**config.mk**
```make
export PLATFORM = sky130hd
export DESIGN_NAME = mec_ctrl
export DESIGN_NICKNAME = d
export VERILOG_FILES = /design/src/hw/rtl/mec_pkg.sv /design/src/hw/rtl/mec_ctrl.sv
export SDC_FILE = /design/constraint.sdc
export NUM_CORES = 1
export LEC_CHECK = 0
export BUFFER_PORTS_ARGS = -buffer_cell sky130_fd_sc_hd__clkbuf_2
export CAP_MARGIN = 20
export CORE_MARGIN = 2
export CORE_UTILIZATION = 45
export DETAILED_ROUTE_END_ITERATION = 7
export PLACE_DENSITY_LB_ADDON = 0.12
export SYNTH_ARGS = -nofsm -noshare
export SYNTH_HDL_FRONTEND = slang
export SYNTH_SLANG_ARGS = --single-unit
```
**constraint.sdc**
```tcl
create_clock -name clock -period 1.9 [get_ports clock]
set_clock_uncertainty 0.15 [all_clocks]
set_input_delay 0.19 -clock clock [delete_from_list [all_inputs] [get_ports clock]]
set_output_delay 0.19 -clock clock [all_outputs]
set_load 0.05 [all_outputs]
```
**src/hw/rtl/mec_pkg.sv**
```systemverilog
// ----------------------------------------------------------------------------
// mec_pkg
// Types, command codes and constant tables for the multiband envelope
// compressor.
// ----------------------------------------------------------------------------
package mec_pkg;

   localparam int BAND_IDX_BITS  = 3;
   localparam int STEP_BITS      = 4;
   localparam int CSR_INDEX_BITS = 8;
   localparam int CSR_DATA_BITS  = 32;

   localparam logic [18:0] DB_K       = 19'd394566;
   localparam logic [13:0] EXP_K      = 14'd10885;
   localparam logic signed [15:0] DB_AT_ZERO = -16'sd25600;

   typedef logic [7:0][31:0]  reg_default_type;
   typedef logic [16:0][31:0] pow_tab_type;

   localparam reg_default_type REG_DEFAULTS = '{
      32'd3221231884, 32'd2879060736, 32'd2577015056, 32'd3886283264,
      32'd2863343892, 32'd4188993536, 32'd2147494164, 32'd4273600000
   };

   function automatic logic [63:0] isqrt64(input logic [63:0] v);
      logic [63:0] r;
      logic [63:0] rem;
      logic [63:0] bit_v;
      r     = '0;
      rem   = v;
      bit_v = 64'h4000_0000_0000_0000;
      for (int i = 0; i < 32; i++) begin
         if (rem >= r + bit_v) begin
            rem = rem - (r + bit_v);
            r   = (r >> 1) + bit_v;
         end else begin
            r = r >> 1;
         end
         bit_v = bit_v >> 2;
      end
      return r;
   endfunction

   function automatic pow_tab_type make_pow_tab();
      pow_tab_type tab;
      logic [63:0] c;
      tab[0] = 32'h4000_0000;
      c      = isqrt64(64'h0800_0000_0000_0000);
      tab[1] = c[31:0];
      for (int i = 2; i <= 16; i++) begin
         c      = isqrt64(c << 30);
         tab[i] = c[31:0];
      end
      return tab;
   endfunction

   localparam pow_tab_type POW_FACTOR = make_pow_tab();

   typedef enum logic [3:0] {
      OP_IDLE, OP_LOAD, OP_COPY, OP_ENV, OP_NORM, OP_LOG, OP_DB,
      OP_RED, OP_EXPT, OP_POW, OP_GAIN, OP_ACC, OP_OUT
   } dp_op_type;

   typedef enum logic [3:0] {
      ST_IDLE, ST_COPY, ST_ENV, ST_NORM, ST_LOG, ST_DB, ST_RED,
      ST_EXPT, ST_POW, ST_GAIN, ST_ACC, ST_DONE
   } ctrl_state_type;

   typedef struct packed {
      dp_op_type                op;
      logic [BAND_IDX_BITS-1:0] band;
      logic [STEP_BITS-1:0]     step;
   } dp_cmd_type;

   typedef struct packed {
      logic norm_done;
      logic env_zero;
   } dp_status_type;

endpackage

```
**src/hw/rtl/mec_ctrl.sv**
```systemverilog
// ----------------------------------------------------------------------------
// mec_ctrl
// Sequencer: walks each band through envelope, log, gain and accumulate
// steps, and owns the result valid flag.
// ----------------------------------------------------------------------------
module mec_ctrl
   import mec_pkg::*;
#(
   parameter int BAND_COUNT = 4
) (
   input  logic          clock,
   input  logic          reset,
   input  logic          req_valid,
   output logic          req_stall,
   output logic          rsp_valid,
   input  logic          rsp_stall,
   output dp_cmd_type    cmd,
   input  dp_status_type status
);

   ctrl_state_type           state_ff, state_in;
   logic [BAND_IDX_BITS-1:0] band_ff, band_in;
   logic [STEP_BITS-1:0]     step_ff, step_in;
   logic                     rsp_valid_ff, rsp_valid_in;
   logic                     out_free;
   logic                     last_band;

   assign out_free  = !rsp_valid_ff || !rsp_stall;
   assign last_band = band_ff == BAND_IDX_BITS'(BAND_COUNT - 1);

   always_comb begin
      state_in = state_ff;
      band_in  = band_ff;
      step_in  = step_ff;
      case (state_ff)
         ST_IDLE: begin
            if (req_valid) begin
               state_in = ST_COPY;
               band_in  = '0;
            end
         end
         ST_COPY: state_in = ST_ENV;
         ST_ENV:  state_in = ST_NORM;
         ST_NORM: begin
            if (status.env_zero) begin
               state_in = ST_DB;
            end else if (status.norm_done) begin
               state_in = ST_LOG;
               step_in  = '0;
            end
         end
         ST_LOG: begin
            step_in = step_ff + 1'b1;
            if (&step_ff) state_in = ST_DB;
         end
         ST_DB:   state_in = ST_RED;
         ST_RED:  state_in = ST_EXPT;
         ST_EXPT: begin
            state_in = ST_POW;
            step_in  = '0;
         end
         ST_POW: begin
            step_in = step_ff + 1'b1;
            if (&step_ff) state_in = ST_GAIN;
         end
         ST_GAIN: state_in = ST_ACC;
         ST_ACC: begin
            if (last_band) begin
               state_in = ST_DONE;
            end else begin
               state_in = ST_COPY;
               band_in  = band_ff + 1'b1;
            end
         end
         ST_DONE: begin
            if (out_free) state_in = ST_IDLE;
         end
         default: state_in = ST_IDLE;
      endcase
   end

   always_comb begin
      cmd.band = band_ff;
      cmd.step = step_ff;
      case (state_ff)
         ST_IDLE: cmd.op = req_valid ? OP_LOAD : OP_IDLE;
         ST_COPY: cmd.op = OP_COPY;
         ST_ENV:  cmd.op = OP_ENV;
         ST_NORM: cmd.op = OP_NORM;
         ST_LOG:  cmd.op = OP_LOG;
         ST_DB:   cmd.op = OP_DB;
         ST_RED:  cmd.op = OP_RED;
         ST_EXPT: cmd.op = OP_EXPT;
         ST_POW:  cmd.op = OP_POW;
         ST_GAIN: cmd.op = OP_GAIN;
         ST_ACC:  cmd.op = OP_ACC;
         ST_DONE: cmd.op = out_free ? OP_OUT : OP_IDLE;
         default: cmd.op = OP_IDLE;
      endcase
      rsp_valid_in = rsp_valid_ff && rsp_stall;
      if (cmd.op == OP_OUT) rsp_valid_in = 1'b1;
   end

   assign req_stall = state_ff != ST_IDLE;
   assign rsp_valid = rsp_valid_ff;

   always_ff @(posedge clock) begin
      if (reset) begin
         state_ff     <= ST_IDLE;
         band_ff      <= '0;
         step_ff      <= '0;
         rsp_valid_ff <= 1'b0;
      end else begin
         state_ff     <= state_in;
         band_ff      <= band_in;
         step_ff      <= step_in;
         rsp_valid_ff <= rsp_valid_in;
      end
   end

endmodule

```
Word-level counts from Yosys, hierarchy flattened
Cells that the tools add are included.
- memories: 0
- bits in latches: 0
- word-level logic and storage cells: 58
- memory bits (writable): 0
- output and inout bits: 13
- register bits: 12
- bits in read-only memories: 0
- bitwise gates (word level): 0
- equality and inequality tests: 21
- add/sub/neg operators: 2
- order comparisons: 0
- mux-type cells: 18
- shift operators: 0
- multipliers: 0
- reduce and logical (&&, ||, !) cells: 13
- div/mod/pow operators: 0
- operator list (kind ; count):
    case mux 4 bit (12 select lines) ; 2
    2-to-1 mux 4 bit ; 10
    == test 4 bit (second input constant) ; 5
    == test 4 x 3 -> 1 bit (second input constant) ; 4
    inequality test 2 bit (second input constant) ; 7
    case mux 4 bit (3 select lines) ; 1
    == test 4 x 2 -> 1 bit (second input constant) ; 2
    2-to-1 mux 3 bit ; 2
    case mux 3 bit (2 select lines) ; 1
    AND reduction 3 bit ; 2
    AND reduction 5 bit ; 1
    adder 4 x 1 -> 4 bit (second input constant) ; 1
    == test 4 x 1 -> 1 bit (second input constant) ; 1
    zero test 4 bit ; 1
    AND reduction 4 bit ; 1
    nonzero test 4 bit ; 1
    adder 3 x 1 -> 3 bit (second input constant) ; 1
    == test 3 x 2 -> 1 bit (second input constant) ; 1
    inequality test 3 bit (second input constant) ; 1
    nonzero test 3 bit ; 1
    zero test 1 bit ; 2
    2-to-1 mux 1 bit ; 2
    nonzero test 2 bit ; 1
    OR reduction 2 bit ; 1
    2 further kinds ; 2

Depth between registers and ports, before layout
Gate-level depths: netlist of the first run.
- depth in word-level cells: 6
- gate-level depth with buffers: 6

Worst setup path before layout of the first run
No wires, ideal clock.
- path kind: register -> output
- start point: register state_ff[3]
- end point: output cmd[7] (netlist name)
- path buffers: 1
- arrival time: 1913 ps
- setup slack: -353 ps
- cell stages (with the launch flop): 4
- cell sequence: dfxtp_1 -> clkbuf_1 -> nor4_1 -> a211oi_1
- RTL lines (what ; RTL line ; RTL):
    start: declaration ; mec_ctrl.sv:21 ; ctrl_state_type state_ff, state_in;
    start signal: assignment ; mec_ctrl.sv:114 ; state_ff <= state_in;
    end: declaration ; mec_ctrl.sv:17 ; output dp_cmd_type cmd,

Final worst setup path of the first run
- start point: register state_ff[3]
- end point: register band_ff[1]
- cells in the longest elaborated chain, start to end: 3
- RTL lines (what ; RTL line ; RTL):
    == test 4 bit / zero test 4 bit (equally long branches) ; mec_ctrl.sv:35 ; case (state_ff)
    inequality test 2 bit (no line) / nonzero test 2 bit (equally long branches) ; -- ;
    AND reduction 3 bit (no line) ; -- ;
    end signal: assignment ; mec_ctrl.sv:115 ; band_ff <= band_in;
    end: declaration ; mec_ctrl.sv:22 ; logic [BAND_IDX_BITS-1:0] band_ff, band_in;
Parallel ways exist; a longest one is shown, timed or not.
A chain may end at the register's enable or synchronous reset.

==> impl_metrics.toml, run 1 <==
[power]
ir_worst_vdd_mv = 0.717
p_comb_share_pct = 61.3
sw_frac_of_total_pct = 49.6
p_leak_nw = 0.376
power_density_nw_per_um2 = 1540
power_frac_clock_pct = 14.5
total_power_mw = 1.41
power_switching_mw = 0.698
power_frac_seq_pct = 24.3
internal_power_mw = 0.709

[grt]
grt_pass1_wl_um = 2790
antenna_found_initial = 0
grt_max_degree = 16
grt_pass1_vias = 655
grt-ovfl-total = 0
gr-usage-all-layers_pct = 19.6

[layout]
antenna_cells = 0
drive_gt1_share_pct = 36.2
nNetsFinal = 126
syn2layout_area_growth_pct = 26.1
final_cells = 132

[synth]
synth_area_um2 = 724
avgSynthCellArea_um2 = 7.87
netlist.area_leader.share_pct = 33.2
synth_largest_area_cell = "dfxtp_1"
synth_seq_cells = 12
ys_top_cells_by_area = "dfxtp_1 33%, a21oi_1 9.0%, ha_1 5.2%"
synth_fp_nets = 101
synth-seq-area-share_pct = 33.2
yosys_warnings = 0
synth_cell_type_count = 32
postSynthCellCount = 92

[routing]
wl_met1_um = 814
wl_per_cell_um = 12.4
top_layer = "met4"
viasPerCell = 5.36
dr_wl_met3_um = 58
vias = 708
ant_nets = 0
routed-wl-met2_um = 749
drt-total-wl_um = 1630
drtIter0Drc = 9
post-route-drc-count = 0
firstDrtPassIters = 4

[clock_tree]
htree_levels = 1
clkTransAtPathRegs_ps = 80
cts_hold_buf = 0
clock-sinks = 12
cts.path.max_buffers = 2
clkLatencyLatePin_ps = 270
clockRootBuffer = "clkbuf_4"
numCtsBuffers = 3
cts_tree = "yes"

[timing]
slew_violations = 0
hold_violations = 0
finalCritPeriodShare_pct = 97.3
grt_setup_unrepaired = "yes"
period_minus_slack_ps = 1850
tns_ps = 0
setup_ws_ps = 51.0
tightest_slew_ps = 295
slew_headroom_pct = 80.2
finalSetupViolCount = 0
max_clock_freq_ghz = 0.541

[die]
die_h_um = 44.1
die-area_um2 = 1950
fp.coreArea_um2 = 1510
die_w_um = 44.1
start_util_pct = 48.1
num_rows = 14
io_pins = 19

[critical_path]
cp-start-kind = "register"
crit_family = "simple AND/OR/NAND/NOR gates"
cp_slowest_cell = "or4_4"
cpPeakStageDelay_ps = 550
cp.buffers_inverters = 0
cp_data_arrival_time_ps = 1910
required_ps = 1960
path_cells = "or4_4 -> o22a_4 -> or3b_4 -> a21oi_2"
crit_path_end_kind = "register"
crit_type = "reg2reg"
crit_fanout = 5

[placement]
place_hpwl_um = 1230
place_congestion = 0.846
placed_cells = 128
dp_slack_ps = 67.5
port_buffers = 18

[hold_path]
hp-class = "in2reg"

[run_status]
status = "completed"

[job]
drv_cap = 0
==> through the flow <==
step | hold slack (ps) | util [%] | area (µm²)
floorplan | 212 | - | 729
global placement | 311 | 56.4 | 850
detailed placement | 321 | 56.4 | 850
CTS | 67.6 | 59.1 | 891
global route | 105 | 60.6 | 913
finish | 71.3 | 60.6 | 913
==> per-layer routing <==
| layer | vias to the layer above | track usage, % |
|---|---|---|
| li1 | 373 | - |
| met1 | 320 | 26.5 |
| met2 | 13 | 28.8 |
| met3 | 2 | 3.27 |
| met4 | 0 | 12.7 |
| met5 | - | 0 |
==> synthesized netlist by cell type <==
library cell	count
nand2b_1	3
buf_6	2
or3b_1	1
o22a_4	1
buf_4	1
clkbuf_1	1
ha_1	3
a21boi_0	1
or2_2	1
dlygate4sd1_1	1
a21oi_1	13
a21oi_2	1
nor2_1	10
inv_1	5
xnor2_1	1
a211oi_1	2
nor3_1	2
o22a_1	1
a311oi_1	1
nor4_1	1
or4_4	1
nand3_1	4
or3_1	3
dfxtp_1	12
xor2_1	1
nand2_1	9
a21boi_1	1
o21ai_1	2
a221o_2	1
o21ai_0	4
mux2i_1	1
o22ai_1	1
==> cell usage in the layout (no fill, tap or decap), types with 2 or more instances in the layout <==
master / instances
a211oi_2: 2
a21oi_1: 13
buf_4: 7
clkbuf_2: 17
clkbuf_4: 4
dfxtp_1: 10
dfxtp_2: 2
ha_1: 3
inv_1: 5
nand2_1: 8
nand2b_1: 3
nand3_1: 3
nor2_1: 9
nor3_1: 2
o21ai_0: 3
o21ai_1: 3
or3_1: 3
==> layout make-up <==
cell class | instances | area, µm²
Fill cell | 139 | 593
Multi-Input combinational cell | 70 | 450
Sequential cell | 12 | 243
Timing Repair Buffer | 25 | 145
Clock buffer | 4 | 36.3
Tap cell | 16 | 20.0
Inverter | 5 | 18.8
==> logic make-up (layout without fill, tap and decap cells) <==
family | Yosys count | in the layout | synth area share [%]
fa+ha+maj | 3 | 3 | 5.18
buf+inv | 10 | 34 | 8.46
mux | 1 | 1 | 1.38
simple gates | 35 | 35 | 23.7
xor+xnor | 2 | 2 | 2.42
compound gates | 29 | 29 | 25.7
flops | 12 | 12 | 33.2
==> final timing paths <==
check	startpoint	endpoint	slack, ps	depth (start not counted)
worst max-delay path	state_ff[3]	band_ff[1]	50	4
worst min-delay path	rsp_stall	rsp_valid	70	3
worst max register to register	state_ff[3]	band_ff[1]	50	4
worst min register to register	band_ff[2]	band_ff[2]	330	2
==> power groups by stage <==
| stage | registers, mW | clock network, mW | logic [mW] |
|---|---|---|---|
| detailed placement | 0.339 | 0 | 0.834 |
| floorplan | 0.366 | 0 | 0.637 |
| finish | 0.341 | 0.204 | 0.862 |
| global placement | 0.339 | 0 | 0.831 |
| CTS | 0.334 | 0.214 | 0.847 |
| global route | 0.349 | 0.224 | 0.917 |
==> timing repair <==
item | in CTS | in global routing
endpoints found under the setup margin | 1 | 3
resized for setup | 2 | 7
pin swaps | 0 | 3
buffers inserted | 0 | 0
==> worst register-to-register path, cell delays in order (launching register included) <==
cell	delay [ps]
dfxtp_2	320
or4_4	550
o22a_4	260
or3b_4	370
a21oi_2	140
==> flip-flops by register name (all words and copies together) (netlist names) <==
name       cells
band_ff        3
rsp_valid      1
state_ff       4
step_ff        4
No activity file was read; power rests on OpenSTA's default activity.
==> inputs of run 2 (changes only) <==
--- a/config.mk
+++ b/config.mk
@@ -10,6 +10,7 @@
 export CORE_MARGIN = 2
 export CORE_UTILIZATION = 45
 export DETAILED_ROUTE_END_ITERATION = 7
+export GPL_TIMING_DRIVEN = 1
 export PLACE_DENSITY_LB_ADDON = 0.12
 export SYNTH_ARGS = -nofsm -noshare
 export SYNTH_HDL_FRONTEND = slang
==> constraint.sdc (replaced) <==
create_clock -name clock -period 1.9 [get_ports clock]
set_clock_uncertainty 0.15 [all_clocks]
set_input_delay 0.19 -clock clock [delete_from_list [all_inputs] [get_ports clock]]
set_output_delay 0.19 -clock clock [all_outputs]
set_load 0.1 [all_outputs]
==> run 2 against run 1 <==
Sequential cell count unchanged. Fmax increased by 0.77%. Core utilization increased by 8.1 points. First-iteration DRC count increased to 2.7 times the previous value. Routed wire length increased by 5.1%. Critical path depth increased by 2. Final cell count increased by 1.5%. Via count increased by 5.6%. Combinational power increased by 66%. Critical endpoint is now step_ff[3]. Sequential power about the same.
==> impl_metrics.toml, run 2 (synthesis results as in run 1) <==
[clock_tree]
clock-sinks = 12
clkTransAtPathRegs_ps = 80
cts_hold_buf = 0
cts_tree = "yes"
cts_setup_buffers = 0
numCtsBuffers = 3
cts.path.max_buffers = 2
htree_levels = 1
clockRootBuffer = "clkbuf_4"
clkLatencyLatePin_ps = 270

[hold_path]
hp-class = "in2reg"

[grt]
grt_pass1_wl_um = 2890
grt-ovfl-total = 0
grt_pass1_vias = 669
grt_max_degree = 16
gr-usage-all-layers_pct = 20.4
antenna_found_initial = 0

[routing]
firstDrtPassIters = 5
ant_nets = 0
drtIter0Drc = 24
vias = 748
drt-total-wl_um = 1720
wl_per_cell_um = 12.8
viasPerCell = 5.58
post-route-drc-count = 0

[layout]
drive_gt1_share_pct = 44.9
nNetsFinal = 128
antenna_cells = 0
fill_cells = 117
top_regs = "state_ff: 4 flops, step_ff: 4 flops, band_ff: 3 flops"
syn2layout_area_growth_pct = 42.8
final_common_cell = "clkbuf_2"
final_cell_mix = "13 x clkbuf_2, 11 x a21oi_1"

[critical_path]
cp-start-kind = "register"
cpPeakStageDelay_ps = 370
crit_path_end_kind = "register"
path_cells = "buf_6 -> inv_1 -> a211oi_1 -> nor2_1 -> or3_1 -> a21oi_1"
crit_family = "simple AND/OR/NAND/NOR gates"
crit_fanout = 9
cp_slowest_cell = "a211oi_1"
crit_type = "reg2reg"
required_ps = 1950
cp_data_arrival_time_ps = 1890
cp.buffers_inverters = 2

[die]
start_util_pct = 48.1
fp.coreArea_um2 = 1510
die_h_um = 44.1
num_rows = 14
die-area_um2 = 1950
io_pins = 19
die_w_um = 44.1

[run_status]
status = "completed"

[timing]
finalSetupViolCount = 0
finalCritPeriodShare_pct = 96.6
max_clock_freq_ghz = 0.545
grt_setup_unrepaired = "yes"
period_minus_slack_ps = 1830
hold_violations = 0
tns_ps = 0
tightest_slew_ps = 540
slew_headroom_pct = 64.2
slew_violations = 0

[power]
power_density_nw_per_um2 = 1900
sw_frac_of_total_pct = 53.7
power_frac_seq_pct = 17.5
p_comb_share_pct = 72.4
power_frac_clock_pct = 10.1
ir_worst_vdd_mv = 1.29
power_switching_mw = 1.06
total_power_mw = 1.97
internal_power_mw = 0.912
p_leak_nw = 0.412

[placement]
place_congestion = 0.776
place_hpwl_um = 1300
port_buffers = 18

[job]
drv_cap = 0
run 2: changes by cell type in the layout (fill, tap and decap cells not counted), moves of 4 or more:
cell and delta:
dfxtp_1 -7, dfxtp_2 +7, buf_12 +4, clkbuf_2 -4
run 2: final cells by class:
| class | instances | area, µm² | area share [%] |
|---|---|---|---|
| tap | 16 | 20.0 | 1.93 |
| multi-input combinational | 70 | 484 | 46.8 |
| timing repair buffer | 27 | 224 | 21.6 |
| inverter | 5 | 18.8 | 1.81 |
| sequential | 12 | 251 | 24.3 |
| clock buffer | 4 | 36.3 | 3.51 |
run 2: metrics by stage:
| stage | cell area [µm²] | util [%] | cells | hold slack [ps] | setup WS [ps] |
|---|---|---|---|---|---|
| floorplan | 774 | - | 92 | 208 | -237 |
| global placement | 972 | 64.5 | 130 | 311 | 113 |
| detailed placement | 972 | 64.5 | 130 | 312 | 79.3 |
| CTS | 1010 | 67.2 | 134 | 70.4 | 28.5 |
| global route | 1030 | 68.7 | 134 | 94.6 | -27.4 |
| finish | 1030 | 68.7 | 134 | 79.8 | 65.0 |
run 2: worst paths after layout:
kind / start / endpoint / slack [ps] / depth (start not counted)
max reg2reg: state_ff[2] / step_ff[3] / 70 / 6
min: reset / band_ff[1] / 80 / 2
max: state_ff[2] / step_ff[3] / 70 / 6
min reg2reg: band_ff[2] / band_ff[2] / 320 / 2
run 2: power by group through the flow:
stage	registers [mW]	logic, mW	clock network [mW]
after floorplan	0.416	0.943	0
after global placement	0.342	1.39	0
after detailed placement	0.344	1.39	0
after CTS	0.340	1.40	0.205
after global routing	0.352	1.50	0.218
final	0.344	1.43	0.199
run 2: layer usage:
| layer | vias up | routed length, µm | global-route usage [%] |
|---|---|---|---|
| met5 | - | 0 | 0 |
| met4 | 0 | 13 | 9.09 |
| met3 | 2 | 78 | 4.08 |
| met2 | 18 | 852 | 31.5 |
| met1 | 348 | 771 | 27.7 |
| li1 | 380 | - | - |
run 2: repair_timing:
item | 4_1_cts | 5_1_grt
resized for setup | 2 | 6
endpoints found under the setup margin | 1 | 5
pin swaps | 0 | 1
==> inputs of run 3 (changes only) <==
--- a/config.mk
+++ b/config.mk
@@ -7,7 +7,7 @@
 export LEC_CHECK = 0
 export BUFFER_PORTS_ARGS = -buffer_cell sky130_fd_sc_hd__clkbuf_2
 export CAP_MARGIN = 20
-export CORE_MARGIN = 2
+export CORE_MARGIN = 1
 export CORE_UTILIZATION = 45
 export DETAILED_ROUTE_END_ITERATION = 7
 export GPL_TIMING_DRIVEN = 1
==> run 3 against run 2 <==
Critical path depth unchanged. Die area down 8.9%. Sequential cell count unchanged. Non-clock buffer count did not move. Routed wire length increased by 6.2%. Critical endpoint is now cmd[9]. Largest cell class unchanged. Largest power group unchanged.
==> impl_metrics.toml, run 3 (synthesis results as in run 1) <==
[power]
power_switching_mw = 1.06
total_power_mw = 1.97
internal_power_mw = 0.908
p_leak_nw = 0.410
power_density_nw_per_um2 = 1920
p_comb_share_pct = 72.4
power_frac_clock_pct = 10.1
sw_frac_of_total_pct = 53.9
power_frac_seq_pct = 17.5
ir_worst_vdd_mv = 1.13

[critical_path]
required_ps = 1560
cp-start-kind = "register"
ff2ff_path_depth = 4
rr_endpoint = "band_ff[1]"
cp_data_arrival_time_ps = 1560
reg2reg_from = "state_ff[2]"
crit_path_end_kind = "primary output"
r2r_setup_slack_ps = 50
crit_fanout = 6
crit_type = "reg2out"

[hold_path]
hp-start = "reset"
hold_depth = 2
holdPathEnd = "band_ff[1]"
hp-class = "in2reg"

[grt]
grt_pass1_wl_um = 3020
grt_max_degree = 16
grt_pass1_vias = 693
antenna_found_initial = 0
gr-usage-all-layers_pct = 22.6
grt-ovfl-total = 0

[timing]
setup_ws_ps = 1.97
period_minus_slack_ps = 1900
max_clock_freq_ghz = 0.527
tightest_slew_ps = 539
holdWs_ps = 82.6
finalCritPeriodShare_pct = 99.9
slew_violations = 0
hold_violations = 0
tns_ps = 0
finalSetupViolCount = 0
grt_setup_unrepaired = "yes"
slew_headroom_pct = 64.2

[clock_tree]
clkLatencyLatePin_ps = 270
clockRootBuffer = "clkbuf_4"
numCtsBuffers = 3
cts_hold_buf = 0
clkTransAtPathRegs_ps = 80
cts-resized-gates = 3
cts_tree = "yes"
clock-sinks = 12
htree_levels = 1
cts_setup_buffers = 0
cts.path.max_buffers = 2

[routing]
drtIter0Drc = 12
viasPerCell = 5.65
post-route-drc-count = 0
vias = 757
wl_per_cell_um = 13.6
ant_nets = 0
firstDrtPassIters = 4
drt-total-wl_um = 1820

[placement]
port_buffers = 18
place_congestion = 0.796
postPlaceCellArea_um2 = 972
dp_slack_ps = 52.1
place_hpwl_um = 1390
placed_cells = 130

[run_status]
status = "completed"

[layout]
fin_util_pct = 68.1
nNetsFinal = 128
antenna_cells = 0
multi_input_area_um2 = 479
stdcell_area_um2 = 1030
final_cell_mix = "13 x clkbuf_2, 11 x a21oi_1, 10 x buf_4"
register_area_um2 = 251
final_common_cell = "clkbuf_2"
top_regs = "state_ff: 4 flops, step_ff: 4 flops, band_ff: 3 flops"
fill_cells = 121
final_cells = 134
syn2layout_area_growth_pct = 41.6
drive_gt1_share_pct = 44.9

[die]
io_pins = 19
start_util_pct = 48.1
die-area_um2 = 1770
die_h_um = 42.1
die_w_um = 42.1
num_rows = 14
fp.coreArea_um2 = 1510

[job]
drv_cap = 0
[run 3: final cells by class]
class | instances | share of cell area, %
well taps | 16 | 1.95
multi-input cells | 70 | 46.7
flip-flops and latches | 12 | 24.5
clock buffers | 4 | 3.54
repair buffers | 27 | 21.5
inverters | 5 | 1.83
[run 3: worst max path at each step]
stage,start,endpoint,slack [ps],cells after the start
global route,state_ff[2],step_ff[3],-50,6
global placement,state_ff[1],band_ff[1],110,4
floorplan,state_ff[2],band_ff[1],-240,5
CTS,state_ff[1],cmd[9],40,6
finish,state_ff[1],cmd[9],2,6
detailed placement,state_ff[2],band_ff[1],50,4
[run 3: power groups by stage]
stage / clock, mW / combinational (mW) / sequential, mW
5_1_grt: 0.219 / 1.48 / 0.354
3_3_place_gp: 0 / 1.39 / 0.342
4_1_cts: 0.204 / 1.41 / 0.345
2_1_floorplan: 0 / 0.943 / 0.416
3_5_place_dp: 0 / 1.40 / 0.347
6_report: 0.199 / 1.43 / 0.345
[run 3: metal layers]
layer | part of all wire [%] | global-route usage (%)
met1 | 43 | 27.0
met2 | 50 | 39.4
met3 | 4.0 | 2.59
met4 | 2.9 | 12.5
met5 | 0 | 0
[run 3: critical path: stages (launching register included)]
cell     delay, ps
dfxtp_2        370
nand2_1        100
buf_4          170
nor2_2         190
nor2_1         110
o21ai_4        150
buf_12         190
